## src/hdl/bksp_pkg.sv

```systemverilog
// bksp_pkg: shared types and codes for the best-k score pool.
// No dependencies; imported by best_k_score_pool and bksp_mod.
`timescale 1ns / 1ps

package bksp_pkg;

	typedef enum logic [2:0] {
		ST_IDLE,
		ST_SCAN,
		ST_SCAN_LAST,
		ST_MOD,
		ST_PICK_RD,
		ST_PICK_DATA,
		ST_FINISH
	} state_t;

	localparam logic [1:0] MODE_ADD   = 2'd0;
	localparam logic [1:0] MODE_PICK  = 2'd1;
	localparam logic [1:0] MODE_CLEAR = 2'd2;

	localparam logic [1:0] OUT_REJECT  = 2'd0;
	localparam logic [1:0] OUT_APPEND  = 2'd1;
	localparam logic [1:0] OUT_REPLACE = 2'd2;
	localparam logic [1:0] OUT_NONE    = 2'd3;

	localparam int CFG_IDX_BITS = 1;
	localparam logic [CFG_IDX_BITS-1:0] CFG_CAPACITY   = 1'b0;
	localparam logic [CFG_IDX_BITS-1:0] CFG_ACTIVATION = 1'b1;

	localparam int MODE_BITS  = 2;
	localparam int FIELD_BITS = 16;
	localparam int RND_BITS   = 32;
	localparam int CAP_BITS   = 5;
	localparam int ACT_BITS   = 16;
	localparam int OCC_BITS   = 5;

	localparam logic [CAP_BITS-1:0] CAP_RESET = 5'd16;

endpackage

```

## src/hdl/best_k_score_pool.sv

```systemverilog
// best_k_score_pool: pool of the lowest-score (score, tag) entries with
// replace-worst and random pick. Depends on bksp_pkg and bksp_mod.
`timescale 1ns / 1ps

// Usage:
//  Input channel (in_valid / in_stall) carries one transaction: mode, score,
//  walk_tag, random_word. Output channel (out_valid / out_stall) returns one
//  result per transaction: add_outcome, picked_tag, picked_start, occupancy.
//  One transaction is in work at a time; in_stall is high until it is done.
//  Path per transaction, accept to output register:
//   add that appends or is rejected, clear, unused mode: straight to finish
//   add that replaces the worst: a rescan of the occupied slots for the new
//     worst, one pool read per cycle through the single memory read port
//   pick from the pool: the bit-serial remainder, then a tag read
//   pick that starts from scratch: straight to finish
//  A finished result sits in the output register; while the receiver stalls
//  a new transaction is still accepted and worked on, and its result waits
//  for the register to free up. Config (cfg_we/cfg_index/cfg_data) must be written only
//  while idle; the block does not enforce it. Reset empties the pool, zeroes the
//  offer count, sets capacity 16 and activation level 0; pool memory is not cleared.
module best_k_score_pool #(
	parameter int POOL_DEPTH = 16,
	parameter int SCORE_BITS = 16,
	parameter int TAG_BITS   = 16
) (
	input  logic                              clk,
	input  logic                              arst_n,
	input  logic                              cfg_we,
	input  logic [bksp_pkg::CFG_IDX_BITS-1:0] cfg_index,
	input  logic [bksp_pkg::ACT_BITS-1:0]     cfg_data,
	input  logic                              in_valid,
	output logic                              in_stall,
	input  logic [bksp_pkg::MODE_BITS-1:0]    mode,
	input  logic [bksp_pkg::FIELD_BITS-1:0]   score,
	input  logic [bksp_pkg::FIELD_BITS-1:0]   walk_tag,
	input  logic [bksp_pkg::RND_BITS-1:0]     random_word,
	output logic                              out_valid,
	input  logic                              out_stall,
	output logic [1:0]                        add_outcome,
	output logic [bksp_pkg::FIELD_BITS-1:0]   picked_tag,
	output logic                              picked_start,
	output logic [bksp_pkg::OCC_BITS-1:0]     occupancy
);
	import bksp_pkg::*;

	localparam int AW    = (POOL_DEPTH > 1) ? $clog2(POOL_DEPTH) : 1;
	localparam int CNT_W = $clog2(POOL_DEPTH + 1);
	localparam int CMP_W = (CNT_W > CAP_BITS) ? CNT_W : CAP_BITS;
	localparam logic [31:0] SCORE_MAX = 32'hFFFF_FFFF >> (32 - SCORE_BITS);

	state_t state_q, state_d;

	logic [CAP_BITS-1:0]   cap_q;
	logic [ACT_BITS-1:0]   act_q;
	logic [CNT_W-1:0]      count_q;
	logic [SCORE_BITS-1:0] worst_score_q;
	logic [AW-1:0]         worst_slot_q;
	logic [ACT_BITS-1:0]   offer_q;

	logic [1:0]            outcome_q;
	logic                  pstart_q;
	logic [TAG_BITS-1:0]   ptag_q;

	logic [CNT_W-1:0]      scan_cnt_q;
	logic                  cmp_vld_s1;
	logic [AW-1:0]         cmp_idx_s1;

	logic [SCORE_BITS-1:0] score_mem [POOL_DEPTH];
	logic [TAG_BITS-1:0]   tag_mem [POOL_DEPTH];
	logic [SCORE_BITS-1:0] score_rd_q;
	logic [TAG_BITS-1:0]   tag_rd_q;

	logic                  out_valid_q;
	logic [1:0]            add_outcome_q;
	logic [FIELD_BITS-1:0] picked_tag_q;
	logic                  picked_start_q;
	logic [OCC_BITS-1:0]   occupancy_q;

	logic                  in_acc;
	logic [31:0]           score_ext;
	logic [SCORE_BITS-1:0] score_sat;
	logic [TAG_BITS-1:0]   tag_in;
	logic [CAP_BITS-1:0]   cap_eff;
	logic                  has_room;
	logic                  beats_worst;
	logic                  pick_start;
	logic                  wr_en;
	logic [AW-1:0]         wr_addr;
	logic [AW-1:0]         rd_addr;
	logic                  mod_start;
	logic                  mod_done;
	logic [CNT_W-1:0]      mod_rem;
	logic                  out_load;

	assign in_acc      = in_valid && !in_stall;
	assign score_ext   = 32'(score);
	assign score_sat   = SCORE_BITS'((score_ext > SCORE_MAX) ? SCORE_MAX : score_ext);
	assign tag_in      = TAG_BITS'(32'(walk_tag));
	assign cap_eff     = (int'(cap_q) > POOL_DEPTH) ? CAP_BITS'(POOL_DEPTH) : cap_q;
	assign has_room    = CMP_W'(count_q) < CMP_W'(cap_eff);
	assign beats_worst = (count_q != '0) && (score_sat < worst_score_q);
	assign pick_start  = (offer_q < act_q) || (count_q == '0);

	bksp_mod #(
		.NW(CNT_W)
	) u_mod (
		.clk      (clk),
		.arst_n   (arst_n),
		.start    (mod_start),
		.dividend (random_word),
		.divisor  (count_q),
		.done     (mod_done),
		.rem      (mod_rem)
	);

	always_comb begin
		state_d   = state_q;
		in_stall  = (state_q != ST_IDLE);
		wr_en     = 1'b0;
		wr_addr   = count_q[AW-1:0];
		rd_addr   = scan_cnt_q[AW-1:0];
		mod_start = 1'b0;
		out_load  = 1'b0;
		case (state_q)
			ST_IDLE: begin
				if (in_valid) begin
					case (mode)
						MODE_ADD: begin
							if (has_room) begin
								wr_en   = 1'b1;
								state_d = ST_FINISH;
							end else if (beats_worst) begin
								wr_en   = 1'b1;
								wr_addr = worst_slot_q;
								state_d = ST_SCAN;
							end else begin
								state_d = ST_FINISH;
							end
						end
						MODE_PICK: begin
							if (pick_start) begin
								state_d = ST_FINISH;
							end else begin
								mod_start = 1'b1;
								state_d   = ST_MOD;
							end
						end
						default: state_d = ST_FINISH;
					endcase
				end
			end
			ST_SCAN: begin
				if (scan_cnt_q == count_q - CNT_W'(1)) begin
					state_d = ST_SCAN_LAST;
				end
			end
			ST_SCAN_LAST: state_d = ST_FINISH;
			ST_MOD: begin
				if (mod_done) begin
					state_d = ST_PICK_RD;
				end
			end
			ST_PICK_RD: begin
				rd_addr = mod_rem[AW-1:0];
				state_d = ST_PICK_DATA;
			end
			ST_PICK_DATA: state_d = ST_FINISH;
			ST_FINISH: begin
				if (!out_valid_q || !out_stall) begin
					out_load = 1'b1;
					state_d  = ST_IDLE;
				end
			end
			default: state_d = ST_IDLE;
		endcase
	end

	always_ff @(posedge clk or negedge arst_n) begin
		if (!arst_n) begin
			state_q <= ST_IDLE;
		end else begin
			state_q <= state_d;
		end
	end

	always_ff @(posedge clk or negedge arst_n) begin
		if (!arst_n) begin
			cap_q         <= CAP_RESET;
			act_q         <= '0;
			count_q       <= '0;
			worst_score_q <= '0;
			worst_slot_q  <= '0;
			offer_q       <= '0;
			outcome_q     <= OUT_NONE;
			pstart_q      <= 1'b0;
			ptag_q        <= '0;
			scan_cnt_q    <= '0;
			cmp_vld_s1    <= 1'b0;
			cmp_idx_s1    <= '0;
			out_valid_q   <= 1'b0;
		end else begin
			if (cfg_we) begin
				case (cfg_index)
					CFG_CAPACITY:   cap_q <= cfg_data[CAP_BITS-1:0];
					CFG_ACTIVATION: act_q <= cfg_data;
					default: ;
				endcase
			end

			if (in_acc) begin
				ptag_q <= '0;
				case (mode)
					MODE_ADD: begin
						pstart_q <= 1'b0;
						if (offer_q != '1) begin
							offer_q <= offer_q + 1'b1;
						end
						if (has_room) begin
							count_q   <= count_q + 1'b1;
							outcome_q <= OUT_APPEND;
							if (count_q == '0 || score_sat > worst_score_q) begin
								worst_score_q <= score_sat;
								worst_slot_q  <= count_q[AW-1:0];
							end
						end else if (beats_worst) begin
							outcome_q  <= OUT_REPLACE;
							scan_cnt_q <= '0;
						end else begin
							outcome_q <= OUT_REJECT;
						end
					end
					MODE_PICK: begin
						outcome_q <= OUT_NONE;
						pstart_q  <= pick_start;
					end
					MODE_CLEAR: begin
						outcome_q     <= OUT_NONE;
						pstart_q      <= 1'b0;
						count_q       <= '0;
						worst_score_q <= '0;
						worst_slot_q  <= '0;
						offer_q       <= '0;
					end
					default: begin
						outcome_q <= OUT_NONE;
						pstart_q  <= 1'b0;
					end
				endcase
			end

			// rescan: compare stage trails the read address, acting in the cycle after it
			cmp_vld_s1 <= (state_q == ST_SCAN);
			cmp_idx_s1 <= scan_cnt_q[AW-1:0];
			if (state_q == ST_SCAN) begin
				scan_cnt_q <= scan_cnt_q + 1'b1;
			end
			if (cmp_vld_s1) begin
				if (cmp_idx_s1 == '0 || score_rd_q > worst_score_q) begin
					worst_score_q <= score_rd_q;
					worst_slot_q  <= cmp_idx_s1;
				end
			end

			if (state_q == ST_PICK_DATA) begin
				ptag_q <= tag_rd_q;
			end

			if (out_load) begin
				out_valid_q <= 1'b1;
			end else if (out_valid_q && !out_stall) begin
				out_valid_q <= 1'b0;
			end
		end
	end

	always_ff @(posedge clk) begin
		if (out_load) begin
			add_outcome_q  <= outcome_q;
			picked_tag_q   <= FIELD_BITS'(32'(ptag_q));
			picked_start_q <= pstart_q;
			occupancy_q    <= OCC_BITS'(count_q);
		end
	end

	always_ff @(posedge clk) begin
		if (wr_en) begin
			score_mem[wr_addr] <= score_sat;
			tag_mem[wr_addr]   <= tag_in;
		end
		score_rd_q <= score_mem[rd_addr];
		tag_rd_q   <= tag_mem[rd_addr];
	end

	assign out_valid    = out_valid_q;
	assign add_outcome  = add_outcome_q;
	assign picked_tag   = picked_tag_q;
	assign picked_start = picked_start_q;
	assign occupancy    = occupancy_q;

	a_count_bound: assert property (@(posedge clk) disable iff (!arst_n)
		int'(count_q) <= POOL_DEPTH)
		else $error("pool count above depth");

	a_append_grows: assert property (@(posedge clk) disable iff (!arst_n)
		(in_acc && mode == MODE_ADD && has_room) |=> count_q == $past(count_q) + 1'b1)
		else $error("append did not grow the pool");

	a_mod_in_state: assert property (@(posedge clk) disable iff (!arst_n)
		mod_done |-> state_q == ST_MOD)
		else $error("remainder done outside pick");

	a_worst_in_pool: assert property (@(posedge clk) disable iff (!arst_n)
		(state_q == ST_IDLE && count_q != '0) |-> CNT_W'(worst_slot_q) < count_q)
		else $error("worst slot outside occupied range");

endmodule

```

## src/hdl/bksp_mod.sv

```systemverilog
// bksp_mod: iterative restoring remainder unit, one dividend bit per cycle.
// Depends on bksp_pkg for the dividend width.
`timescale 1ns / 1ps

module bksp_mod #(
	parameter int NW = 5
) (
	input  logic                          clk,
	input  logic                          arst_n,
	input  logic                          start,
	input  logic [bksp_pkg::RND_BITS-1:0] dividend,
	input  logic [NW-1:0]                 divisor,
	output logic                          done,
	output logic [NW-1:0]                 rem
);
	import bksp_pkg::*;

	localparam int CW = $clog2(RND_BITS);

	logic                busy_q;
	logic                done_q;
	logic [CW-1:0]       cnt_q;
	logic [RND_BITS-1:0] dvd_q;
	logic [NW-1:0]       dvs_q;
	logic [NW-1:0]       rem_q;
	logic [NW:0]         trial;
	logic [NW-1:0]       rem_nxt;

	assign trial   = {rem_q, dvd_q[RND_BITS-1]};
	assign rem_nxt = (trial >= {1'b0, dvs_q}) ? NW'(trial - {1'b0, dvs_q}) : NW'(trial);

	always_ff @(posedge clk or negedge arst_n) begin
		if (!arst_n) begin
			busy_q <= 1'b0;
			done_q <= 1'b0;
			cnt_q  <= '0;
		end else begin
			done_q <= 1'b0;
			if (start) begin
				busy_q <= 1'b1;
				cnt_q  <= '0;
			end else if (busy_q) begin
				cnt_q <= cnt_q + 1'b1;
				if (cnt_q == CW'(RND_BITS - 1)) begin
					busy_q <= 1'b0;
					done_q <= 1'b1;
				end
			end
		end
	end

	always_ff @(posedge clk) begin
		if (start) begin
			dvd_q <= dividend;
			dvs_q <= divisor;
			rem_q <= '0;
		end else if (busy_q) begin
			dvd_q <= dvd_q << 1;
			rem_q <= rem_nxt;
		end
	end

	assign done = done_q;
	assign rem  = rem_q;

endmodule
```

## config.mk

```make
export PLATFORM = sky130hd
export DESIGN_NAME = best_k_score_pool
export DESIGN_NICKNAME = d
export VERILOG_FILES = /design/src/hdl/bksp_pkg.sv /design/src/hdl/best_k_score_pool.sv /design/src/hdl/bksp_mod.sv
export SDC_FILE = /design/constraint.sdc
export NUM_CORES = 1
export LEC_CHECK = 0
export BUFFER_PORTS_ARGS = -buffer_cell sky130_fd_sc_hd__buf_2
export CAP_MARGIN = 20
export CORE_AREA = 4 4 217 219
export CTS_CLUSTER_SIZE = 25
export DETAILED_ROUTE_END_ITERATION = 8
export DIE_AREA = 0 0 221 223
export GPL_TIMING_DRIVEN = 0
export PLACE_DENSITY = 0.9
export REMOVE_ABC_BUFFERS = 1
export SLEW_MARGIN = 10
export SYNTH_ARGS = -nofsm -noshare
export SYNTH_HDL_FRONTEND = slang
export SYNTH_SLANG_ARGS = --single-unit
```

## constraint.sdc

```tcl
create_clock -name clk -period 18.37 [get_ports clk]
set_input_delay 1.837 -clock clk [delete_from_list [all_inputs] [get_ports clk]]
set_output_delay 1.837 -clock clk [all_outputs]
set_load 0.05 [all_outputs]
```

Yosys cells after proc, flatten, opt, wreduce, memory -nomap -nowiden:

Memories as Yosys holds them, arrays and structs flattened. A register that Yosys moved wholly into a read port is not among the register bits.
Cells that the tools add are included.

* register bits: 168
* bits in writable memories: 512
* input bits: 88
* output and inout port bits: 26
* logic and storage cells: 159
* memories: 2

* add/sub/neg operators: 6
* magnitude comparators: 8
* eq/ne operators: 18
* muxes and demuxes: 70
* bitwise operators: 1
* reduce and logical (&&, ||, !) cells: 30

Memory list
* score_mem: words 16, width 16, rd ports 1, clocked after Yosys merged registers in 1, wr ports 1, RTL line best_k_score_pool.sv:68 `logic [SCORE_BITS-1:0] score_mem [POOL_DEPTH];`
* tag_mem: words 16, width 16, rd ports 1, clocked after Yosys merged registers in 1, wr ports 1, RTL line best_k_score_pool.sv:69 `logic [TAG_BITS-1:0] tag_mem [POOL_DEPTH];`

Operators by type and width (count)
* 16-bit 2-to-1 mux: 9
* 32-bit 2-to-1 mux: 2
* 16-bit one-hot mux with 2 select lines: 2
* 5-bit 2-to-1 mux: 10
* 4-bit 2-to-1 mux: 11
* 16-bit > comparator: 2
* 16-bit less-than comparator: 2
* 1-bit 2-to-1 mux: 22
* 3-bit 2-to-1 mux: 7
* 3-bit one-hot mux with 6 select lines: 1
* 16-bit by 1-bit adder with 16-bit output, second input constant: 1
* 16-bit > comparator, second input constant: 1
* 16-bit inequality test, second input constant: 1
* 5-bit by 1-bit adder with 5-bit output, second input constant: 3
* 2-bit nonzero test: 7
* 2-bit inequality test, second input constant: 5
* 5-bit one-hot mux with 2 select lines: 1
* 3-bit equality test, second input constant: 3
* 4-bit one-hot mux with 2 select lines: 1
* 4-bit AND reduction: 2
* 3-bit by 2-bit equality test with 1-bit output, second input constant: 2
* 6-bit by 5-bit greater-or-equal comparator with 1-bit output: 1
* 2-bit 2-to-1 mux: 3
* 3-bit one-hot mux with 2 select lines: 1
* 23 further kinds: 33

Logic depth before layout (Yosys ltp):

* word-level depth: 11
* mapped depth: 11
* depth with buffers taken out: 9

By module:

Synthesis repeated with hierarchy kept, for this count alone.

* cells, all modules: 1685
* area total of the unflattened synthesis: 28935.3 um2

Modules (own cells, without submodules)
* best_k_score_pool: instances 1, cells each 1539, area an instance 26705.6 um2, sequential area each 19117.1 um2
* bksp_mod: instances 1, cells each 146, area an instance 2229.6 um2, sequential area each 1386.3 um2

Least setup slack after synthesis:

No wires, ideal clock.

* kind: input port to flip-flop
* start point: input score[14] (netlist bit)
* end point: memory score_mem[9][0] (enable)
* library setup time: 502 ps
* data arrival time: 6906 ps
* required time: 17868 ps
* setup slack: 10962 ps
* stages on the path: 7
* buffers on the path: 0
* path through: ha_1 > a21o_1 > a211o_1 > a41o_1 > nor4_4 > mux2_2 > nor4_1

* cells in the longest elaborated chain, start to end: 11
* elaborated cells on any way between the ends: 16
* classes of those cells: 2 x order compare; 13 x mux; 1 x reduce/logical

Ends and longest elaborated chain
* start, declared: RTL line best_k_score_pool.sv:34 `input logic [bksp_pkg::FIELD_BITS-1:0] score,`
* 16-bit > comparator: RTL line best_k_score_pool.sv:97 `assign score_sat = SCORE_BITS'((score_ext > SCORE_MAX) ? SCORE_MAX : score_ext);`
* 16-bit 2-to-1 mux (*): RTL line best_k_score_pool.sv:97
* 16-bit less-than comparator (*): RTL line best_k_score_pool.sv:101 `assign beats_worst = (count_q != '0) && (score_sat < worst_score_q);`
* 1-bit logical AND (*): RTL line best_k_score_pool.sv:101
* 1-bit 2-to-1 mux: RTL line best_k_score_pool.sv:132 `end else if (beats_worst) begin`
* 1-bit 2-to-1 mux: RTL line best_k_score_pool.sv:129 `if (has_room) begin`
* 1-bit 2-to-1 mux: RTL line best_k_score_pool.sv:127 `case (mode)`
* 1-bit 2-to-1 mux: RTL line best_k_score_pool.sv:126 `if (in_valid) begin`
* 1-bit 2-to-1 mux: RTL line best_k_score_pool.sv:124 `case (state_q)`
* 1-bit 2-to-1 mux: RTL line best_k_score_pool.sv:286 `if (wr_en) begin`
* 1-bit 2-to-1 mux (not written as such): RTL line best_k_score_pool.sv:287 `score_mem[wr_addr] <= score_sat;`
* end, declared: RTL line best_k_score_pool.sv:68

Mark *: on every way between the ends. The rest lies on a longest branch, timed or not.

Worst setup path after layout:

* start point: input score[5] (netlist bit)
* end point: memory score_mem[7][6] (enable)

The elaborated chain is that of the path after synthesis.

==> flow_summary.ini <==
[routing]
route.antenna.remaining_nets = 0
avgRoutedWirePerCell_um = 33.3
post_drt_via_cell_ratio = 7.36
detail_route.wirelength_um = 84500
dr_total_vias = 18659
remaining_drc_errors = 8
first_pass_iters = 9
drt_iter0_drc = 3432

[setup_path]
rrSetupSlack_ns = 12.89
worstSetupStartpointType = input port
crit_start = score[5]
timing.critical_path.arrival_ns = 6.36
setup.worst_path.end_class = register
crit_top_cell = sky130_fd_sc_hd__buf_4
regToRegEndpoint = score_mem[7][6]
rr_startpoint = count_q[0]
worstSetupPathType = input port to register
path_depth_of_the_worst_reg2reg_path = 12
critical-path-max-stage-delay_ns = 0.94
required_arrival_time_at_the_worst_endpoint_ns = 18.69
cpMaxStageDelayCell = sky130_fd_sc_hd__nor4_2
crit_chain = buf_2 > ha_1 > a21oi_1 > o21ai_0 > a41o_1 > nor3_2 > buf_6 > a31oi_1 > nor4_2 > buf_4 > buf_4 > buf_4
path_max_fanout = 18

[worst_hold_path]
min-delay-path-class = register to register
hold_path_startpoint = tag_rd_q[2]
holdPathStages = 2
worst_hold_path.endpoint = ptag_q[2]

[synth]
synthesis.yosys.warnings = 0
postSynth.asyncResetShare = 0.143
synth_area_leader_cell = sky130_fd_sc_hd__edfxtp_1
yosysUniqueCellTypes = 61
synth_most_common_cell = sky130_fd_sc_hd__edfxtp_1
synth.ff_latch_count = 712
synthCells = 1659
ys_top_cells_by_count = 573 x sky130_fd_sc_hd__edfxtp_1, 128 x sky130_fd_sc_hd__mux4_2, 110 x sky130_fd_sc_hd__mux2i_1, 99 x sky130_fd_sc_hd__dfrtp_1, 75 x sky130_fd_sc_hd__nand2_1
ys.flop_type = sky130_fd_sc_hd__edfxtp_1
combined_area_of_all_synthesized_cells_um2 = 29100
synth_edf_count = 573
seq_area_frac_synth = 0.704
avgSynthCellArea_um2 = 17.5
synth.top_cell.area_share = 0.591
biggest_area_contributors_in_the_synthesized_netlist = sky130_fd_sc_hd__edfxtp_1 59%, sky130_fd_sc_hd__mux4_2 9.9%, sky130_fd_sc_hd__dfrtp_1 8.5%, sky130_fd_sc_hd__mux2i_1 3.8%, sky130_fd_sc_hd__ha_1 2.7%

[timing]
setup_repair_after_global_routing_missed_its_margin = false
report.final.setup_viol = 0
clock.fmax_mhz = 166
fin_crit_sh = 0.329
hold_viol_final = 0
worst-slew-pin-transition_ns = 1.20
fin_worst_skew_ns = 0.0357
fin_ws_ns = 12.33
post_layout_minimum_cycle_time_ns = 6.04
final-max-slew-violation-count = 0
slew-limit-headroom = 0.192

[clock_tree]
clock_transition_time_at_the_flip_flop_clock_pins_of_the_worst_setup_and_hold_paths_ns = 0.06
insertion_delay_ns = 0.63
clock_tree_buffer_depth = 3
setup_repair_bufs_after_cts = 0
cts_tree = built
post_cts_resize_count = 0
cts_made_buffers = 68
cts_num_sinks = 712
cts.hold.buffers_added = 0
htreeDepth = 3
cts_root_buf = sky130_fd_sc_hd__clkbuf_16

[layout]
num-nets-final = 2022
drive_above_1_share = 0.278
area_growth_syn_to_layout_pct = 16.8
final_area_um2 = 34000
fin_cells = 2534

[place]
place.detailed.hpwl_um = 47200
placed_cells = 2397
quantity_of_i_o_buffers_inserted_on_ports = 113
dpl_cell_area_um2 = 31700
placement.setup.worst_slack_ns = 12.08
gp_routability_congestion = 0.897

[die]
dieArea_um2 = 49300
initial_core_util = 0.646
floorplan.die.height_um = 223
die_w_um = 221
ios = 114
floorplan.core_area_um2 = 45100
num_rows = 78

[power_and_ir_drop]
power.ir.vdd_worst_uv = 90.2
power.density_cell_area_nw_per_um2 = 162
power.static_leakage_nw = 12.4

[run_status]
violations = DRC
status = complete, but fails checks

[global_routing]
global_route_wire_length_before_repair_um = 124000
global_route.usage.total = 0.340
number_of_global_route_vias_before_repair = 18797
number_of_antenna_violations_at_the_first_check_in_global_routing = 8
maximum_number_of_pins_on_one_net_before_global_route_repair = 61
gr-total-overflow = 0

[flow_run]
drv.max_cap_violation_count = 0
==> kinds of logic after synthesis <==
logic type	after synthesis	share of synthesized area
flops	712	0.704
mux	292	0.158
simple gates	272	0.0473
compound gates	170	0.0394
buf+inv	128	0.0172
fa+ha+maj	63	0.0273
xor+xnor	22	0.00662
==> worst max path at each step <==
stage	to	slack (ns)	depth (start not counted)
3_3_place_gp	tag_rd_q[3]	-0.69	6
3_5_place_dp	tag_mem[11][5]	12.08	11
4_1_cts	tag_mem[11][5]	12.47	12
5_1_grt	score_mem[7][6]	12.37	12
6_report	score_mem[7][6]	12.33	12
2_1_floorplan	score_rd_q[0]	4.50	6
==> flip-flops by register name (all words and copies together), names as in the netlist, 16 cells and up <==
register       cells
picked_tag        16
tag_mem          256
tag_rd_q          16
offer_q           16
ptag_q            16
worst_score_q     16
score_mem        256
act_q             16
score_rd_q        16
u_mod.dvd_q       32
==> cell type report <==
class	instances	area, um2
tap	600	751
multi-input combinational	819	8290
sequential	712	20500
clock inverter	32	355
antenna	8	20.0
fill	2226	11100
timing repair buffer	223	2060
clock buffer	93	1860
inverter	47	176
==> critical path, delay by kind of cell <==
| family | cells | cell delay, ns |
|---|---|---|
| buf+inv | 5 | 1.32 |
| fa+ha+maj | 1 | 0.32 |
| simple gates | 2 | 1.68 |
| compound gates | 4 | 1.18 |
==> cells in the final DEF (no fill, tap or decap), types with 8 or more instances in the layout <==
master and count:
sky130_fd_sc_hd__nor2_1 40, sky130_fd_sc_hd__dfrtp_1 99, sky130_fd_sc_hd__nand2_1 75, sky130_fd_sc_hd__nor2b_1 12, sky130_fd_sc_hd__inv_1 47, sky130_fd_sc_hd__a211oi_1 23, sky130_fd_sc_hd__buf_16 25, sky130_fd_sc_hd__clkbuf_1 20
sky130_fd_sc_hd__ha_1 62, sky130_fd_sc_hd__nor3_2 8, sky130_fd_sc_hd__mux4_2 128, sky130_fd_sc_hd__nand3_1 55, sky130_fd_sc_hd__mux2_2 54, sky130_fd_sc_hd__o21ai_0 26, sky130_fd_sc_hd__clkbuf_16 70, sky130_fd_sc_hd__buf_4 60
sky130_fd_sc_hd__a31oi_1 26, sky130_fd_sc_hd__nor3_1 10, sky130_fd_sc_hd__xnor2_1 8, sky130_fd_sc_hd__a21oi_1 27, sky130_fd_sc_hd__xor2_1 14, sky130_fd_sc_hd__mux2i_1 106, sky130_fd_sc_hd__buf_2 115, sky130_fd_sc_hd__diode_2 8
sky130_fd_sc_hd__dfxtp_1 37, sky130_fd_sc_hd__clkinv_1 11, sky130_fd_sc_hd__o211ai_1 24, sky130_fd_sc_hd__buf_6 10, sky130_fd_sc_hd__nand4_1 11, sky130_fd_sc_hd__edfxtp_1 573
==> report_power, final <==
group / internal [W] / switching [W]
sequential: 0.00189 / 0.000138
combinational: 0.000938 / 0.00112
clock: 0.000790 / 0.000635
total: 0.00362 / 0.00189
==> stage by stage <==
| stage | TNS (ns) | utilization | total power (W) | hold slack (ns) |
|---|---|---|---|---|
| 2_1_floorplan | 0 | - | 0.00357 | 0.398 |
| 3_3_place_gp | -17.79 | 0.668 | 0.00407 | 0.404 |
| 3_5_place_dp | 0 | 0.703 | 0.00392 | 0.411 |
| 4_1_cts | 0 | 0.752 | 0.00545 | 0.422 |
| 5_1_grt | 0 | 0.754 | 0.00567 | 0.451 |
| 6_report | 0 | 0.754 | 0.00551 | 0.421 |
==> metal layers <==
layer,track usage,up-vias,share of wire
li1,-,7061,-
met1,0.423,9145,0.32
met2,0.538,1891,0.48
met3,0.103,556,0.13
met4,0.197,6,0.075
met5,0.0156,-,0.0013
Power figures use the tool's default switching activity.
